<file path="config.mk">
export PLATFORM = sky130hd
export DESIGN_NAME = hdm_dist
export DESIGN_NICKNAME = d
export VERILOG_FILES = /design/src/rtl/hamming_descriptor_matcher_defines.svh /design/src/rtl/hdm_pkg.sv /design/src/rtl/hdm_dist.sv
export SDC_FILE = /design/constraint.sdc
export NUM_CORES = 1
export LEC_CHECK = 0
export BUFFER_PORTS_ARGS = -buffer_cell sky130_fd_sc_hd__buf_2
export CORE_AREA = 2 2 215 217
export DETAILED_ROUTE_END_ITERATION = 8
export DIE_AREA = 0 0 217 219
export GPL_TIMING_DRIVEN = 0
export PLACE_DENSITY = 0.54
export SLEW_MARGIN = 20
export SYNTH_ARGS = -nofsm -noshare
export SYNTH_HDL_FRONTEND = slang
export SYNTH_SLANG_ARGS = --single-unit
</file>
<file path="constraint.sdc">
create_clock -name clk_i -period 5.8 [get_ports clk_i]
set_input_delay 0.29 -clock clk_i [delete_from_list [all_inputs] [get_ports clk_i]]
set_output_delay 0.29 -clock clk_i [all_outputs]
set_load 0.05 [all_outputs]
</file>
<file path="src/rtl/hamming_descriptor_matcher_defines.svh">
// hamming_descriptor_matcher_defines.svh: assertion macros for the matcher rtl
// no dependencies; included by the files that carry concurrent checks
`ifndef HAMMING_DESCRIPTOR_MATCHER_DEFINES_SVH
`define HAMMING_DESCRIPTOR_MATCHER_DEFINES_SVH
`ifndef SYNTHESIS
// same-cycle implication, disabled while reset is asserted
`define HDM_ASSERT_IMP(label, clk, rst_n, ante, cons) \
  label: assert property (@(posedge clk) disable iff (!rst_n) (ante) |-> (cons)) \
    else $error("hdm: same-cycle check failed");
// next-cycle implication, disabled while reset is asserted
`define HDM_ASSERT_NXT(label, clk, rst_n, ante, cons) \
  label: assert property (@(posedge clk) disable iff (!rst_n) (ante) |=> (cons)) \
    else $error("hdm: next-cycle check failed");
`else
`define HDM_ASSERT_IMP(label, clk, rst_n, ante, cons)
`define HDM_ASSERT_NXT(label, clk, rst_n, ante, cons)
`endif
`endif

</file>
<file path="src/rtl/hdm_pkg.sv">
// hdm_pkg: shared widths, codes, types and helpers of the descriptor matcher
// no dependencies; used by the interfaces and every module of the block
package hdm_pkg;

  // default configuration of the top level
  localparam int DEF_MAX_KEYPOINTS = 1024;
  localparam int DEF_DESC_WORDS    = 4;

  // fixed field widths
  localparam int WORD_W        = 64;
  localparam int COMMAND_W     = 2;
  localparam int WORD_INDEX_W  = 2;
  localparam int MAX_DIST_W    = 9;
  localparam int MATCH_INDEX_W = 10;
  localparam int MATCH_DIST_W  = 9;
  localparam int MATCH_COUNT_W = 11;

  localparam logic [MAX_DIST_W-1:0] MAX_DIST_RESET = 9'd50;

  // command codes of an input transaction
  typedef enum logic [COMMAND_W-1:0] {
    CMD_START = 2'd0,
    CMD_LOAD  = 2'd1,
    CMD_QUERY = 2'd2
  } command_e;

  // controller states
  typedef enum logic [1:0] {
    ST_IDLE,
    ST_SCAN,
    ST_DRAIN,
    ST_RESULT
  } state_e;

  // control that travels alongside each scanned entry
  typedef struct packed {
    logic valid;
    logic last;
    logic skip;
  } scan_ctl_t;

  // set bits in one byte
  function automatic logic [3:0] popcount8(input logic [7:0] b);
    logic [3:0] n;
    n = '0;
    for (int i = 0; i < 8; i++) begin
      n = n + 4'(b[i]);
    end
    return n;
  endfunction

endpackage

</file>
<file path="src/rtl/hdm_dist.sv">
// hdm_dist: three-stage hamming distance pipeline between a stored row and the query
// depends on hdm_pkg; tags (control and index) travel with the data
module hdm_dist import hdm_pkg::*; #(
  parameter int DESC_WORDS = DEF_DESC_WORDS,
  parameter int IDX_W      = $clog2(DEF_MAX_KEYPOINTS)
) (
  input  logic                                       clk_i,
  input  logic                                       rst_ni,
  input  scan_ctl_t                                  ctl_i,
  input  logic [IDX_W-1:0]                           idx_i,
  input  logic [DESC_WORDS*WORD_W-1:0]               row_i,
  input  logic [DESC_WORDS*WORD_W-1:0]               query_i,
  output scan_ctl_t                                  ctl_o,
  output logic [IDX_W-1:0]                           idx_o,
  output logic [$clog2(DESC_WORDS*WORD_W+1)-1:0]     dist_o
);

  localparam int NB     = DESC_WORDS * WORD_W / 8;
  localparam int DIST_W = $clog2(DESC_WORDS * WORD_W + 1);

  logic [DESC_WORDS*WORD_W-1:0] diff;
  logic [3:0]                   bcnt_q [NB];
  logic [6:0]                   wsum_d [DESC_WORDS];
  logic [6:0]                   wsum_q [DESC_WORDS];
  logic [DIST_W-1:0]            dist_d;
  logic [DIST_W-1:0]            dist_q;
  scan_ctl_t                    ctl1_q, ctl2_q, ctl3_q;
  logic [IDX_W-1:0]             idx1_q, idx2_q, idx3_q;

  assign diff = row_i ^ query_i;

  // tag pipeline
  always_ff @(posedge clk_i or negedge rst_ni) begin
    if (!rst_ni) begin
      ctl1_q <= '0;
      ctl2_q <= '0;
      ctl3_q <= '0;
    end else begin
      ctl1_q <= ctl_i;
      ctl2_q <= ctl1_q;
      ctl3_q <= ctl2_q;
    end
  end

  always_ff @(posedge clk_i) begin
    idx1_q <= idx_i;
    idx2_q <= idx1_q;
    idx3_q <= idx2_q;
  end

  // stage one: per-byte bit counts
  always_ff @(posedge clk_i) begin
    for (int b = 0; b < NB; b++) begin
      bcnt_q[b] <= popcount8(diff[b*8 +: 8]);
    end
  end

  // stage two: per-word sums
  always_comb begin
    for (int w = 0; w < DESC_WORDS; w++) begin
      wsum_d[w] = '0;
      for (int k = 0; k < 8; k++) begin
        wsum_d[w] = wsum_d[w] + 7'(bcnt_q[w*8 + k]);
      end
    end
  end

  always_ff @(posedge clk_i) begin
    for (int w = 0; w < DESC_WORDS; w++) begin
      wsum_q[w] <= wsum_d[w];
    end
  end

  // stage three: descriptor total
  always_comb begin
    dist_d = '0;
    for (int w = 0; w < DESC_WORDS; w++) begin
      dist_d = dist_d + DIST_W'(wsum_q[w]);
    end
  end

  always_ff @(posedge clk_i) begin
    dist_q <= dist_d;
  end

  assign ctl_o  = ctl3_q;
  assign idx_o  = idx3_q;
  assign dist_o = dist_q;

endmodule
</file>
==> flow_summary.ini <==
[timing]
slew_headroom_pct = 74.9
setup_viol = 0
fmaxAchievable_mhz = 231
worst_pin_slew_ns = 0.375
drv_slew = 0
grt_setup_unrepaired = false
worst_slack_ns = 1.47
hold_viol_final = 0
clock_skew_ns = 0.00983
fin_crit_sh_pct = 74.6
fin_tns_setup_ns = 0
fin_crit_ns = 4.33

[synthesis]
synthCells = 1230
yosys_warnings = 0
ys_ff_latch = 204
syn-cell-area_um2 = 14700
synth_fp_nets = 2128
yosysSeqAreaShare_pct = 28.1
yosysUniqueCellTypes = 25
synthesis.area_per_instance_um2 = 12.0

[grt]
grt_max_degree = 14
antenna_found_initial = 0
grt_pass1_vias = 10700
overflow = 0
track_usage_pct = 13.3
grt_pass1_wl_um = 50700

[die]
coreArea_um2 = 45100
num_io_pins = 549
die_w_um = 217
fp.dieArea_um2 = 47500
start_util_pct = 32.6
die_h_um = 219
std_cell_rows = 78

[run]
max-cap-violations = 0

[critical_path]
critPathMaxStageDelay_ns = 0.56
critPathCaptureType = flop
required_ns = 6.25
r2r_cells = 14
r2r_slack_ns = 1.47
arrival_ns = 4.78
crit_type = reg -> reg
r2r-start = bcnt_q[25][0]
worst_setup_path_start_kind = flop
cp_slowest_cell = fa_1
reg2reg_to = wsum_q[3][6]
crit_path_max_fanout = 2
worst_path_most_repeated_cell = fa_1
crit_chain = ha_1, inv_1, fa_1, xor2_1, fa_1, fa_1, fa_1, inv_1, fa_1, ha_1, a211oi_1, o21bai_1, a21oi_1, xnor2_1
startpoint = bcnt_q[25][0]

[final_layout]
multi_input_area_um2 = 9780
regArea_um2 = 4130
layout.nets = 2717
drive_gt1_share_pct = 32.3
final_cells = 2437
fillers = 4325
diodes = 0
area_delta_synth_final_pct = 30.6

[clocking]
cts-htree-levels = 1
cts_made_buffers = 25
path_clk_slew_ns = 0.06
cts_tree = done
clockBufferDepth = 3
cts.repair.resized = 0
clkSinkCount = 204
clk_latency_ns = 0.54
cts-root-buf = clkbuf_16

[drt]
dr_wl_met3_um = 1650
drtIter0Drc = 192
routed_wl_um = 31400
drc_errors = 0
vias = 9776
drt-vias-per-instance = 4.01
dr_wl_met2_um = 16200
drt-met1-wl_um = 12900
wl_per_cell_um = 12.9
final_antenna_net_count = 0
drt_pass1_iterations = 4
top_layer = met4

[worst_hold_path]
hold_path_startpoint = query_i[186]
whs_path_depth = 3
min_to = bcnt_q[23][0]
holdCritPathClass = in -> reg

[placement]
gp_congestion = 0.828
hpwl_um = 28000
dp_slack_ns = 1.40
placed_cells = 2378
port_buffers = 548

[status]
outcome = finished, final reports clean
-- layout by cell type (no fill, tap or decap), types with 2 or more instances in the layout --
cell type and instances:
nor3_1 2, a21oi_1 48, nand2_1 5, o21bai_1 2, a21o_1 6, dlygate4sd3_1 14
ha_1 146, clkinv_2 7, nand3_1 2, nand2b_1 4, bufinv_16 4, nor2_1 3
buf_2 548, dfrtp_1 9, o21ai_0 9, a31oi_1 2, xnor2_1 64, clkbuf_1 2
fa_1 225, clkbuf_16 25, nor2b_1 40, clkbuf_8 3, xor2_1 244, inv_6 2
dfxtp_1 195, inv_1 217
-- state kept, by name, indices dropped and copies added (netlist names) --
name	cells
bcnt_q	128
wsum_q	28
idx1_q	10
idx2_q	10
idx_o	10
dist_o	9
ctl1_q	3
ctl2_q	3
ctl_o	3
-- cells by family (layout without fill, tap and decap cells) --
kind of cell,after synthesis,count (layout),share of synthesized area [%]
AO/OA/AOI/OAI,73,73,2.80
XOR/XNOR,308,308,18.3
adder cells (fa/ha/maj),371,371,43.0
buffers and inverters,217,824,5.53
flip-flops,204,204,28.1
multiplexers,1,1,0.0680
AND/OR/NAND/NOR,56,56,2.21
-- how the worst max path moves through the flow --
stage | to | cells after the start
final | wsum_q[3][6] | 14
after global routing | wsum_q[3][6] | 14
after CTS | wsum_q[3][6] | 14
after detailed placement | wsum_q[3][6] | 14
after global placement | wsum_q[3][6] | 14
after floorplan | wsum_q[3][5] | 15
-- area by class of cell --
class / instances / area share, %
clock buffer: 30 / 3.51
clock inverter: 15 / 1.04
inverter: 217 / 4.24
multi-input combinational: 809 / 50.8
sequential: 204 / 21.5
tap: 600 / 3.90
timing repair buffer: 562 / 15.0
-- per-stage QoR --
stage / instance area (um2) / utilization, % / hold slack, ns
global placement: 18200 / 40.4 / 0.138
finish: 19200 / 42.6 / 0.135
global route: 19200 / 42.6 / 0.126
CTS: 19200 / 42.6 / 0.102
floorplan: 14700 / - / -0.00559
detailed placement: 18200 / 40.4 / 0.154
-- critical path: cells and delay by family, from the launching register on --
| family | cells | cell delay (ns) |
|---|---|---|
| fa+ha+maj | 7 | 2.92 |
| compound gates | 3 | 0.56 |
| xor+xnor | 2 | 0.35 |
| flops | 1 | 0.31 |
| buf+inv | 2 | 0.10 |
-- layer usage --
metal,global-route usage [%],vias up
met5,0,-
met4,3.17,0
met3,2.01,43
met2,24.4,292
met1,16.4,4527
li1,-,4914
-- repair_timing --
action / 4_1_cts / 5_1_grt
endpoints found under the hold margin: 22 / 0
hold buffers: 14 / 0
setup buffers: 0 / 0
-- cells in the mapped netlist, drive strengths merged --
master / count / share of area (%)
xor2: 244 / 15
nor2: 3 / 0.076
nand3: 2 / 0.068
a221oi: 1 / 0.060
o21a: 1 / 0.051
inv: 217 / 5.5
nand2b: 4 / 0.17
dfxtp: 195 / 27
o21bai: 2 / 0.10
nor3: 2 / 0.068
a31oi: 2 / 0.085
a21oi: 48 / 1.6
xnor2: 64 / 3.8
dfrtp: 9 / 1.5
nand2: 5 / 0.13
o21ai: 9 / 0.31
a21o: 7 / 0.37
fa: 225 / 31
o31a: 1 / 0.060
nor2b: 40 / 1.7
a211oi: 2 / 0.14
mux2i: 1 / 0.068
ha: 146 / 12
Power is left out: the tool's default activity adds up to more than one toggle a clock period on the data nets, which glitch-free logic cannot reach.
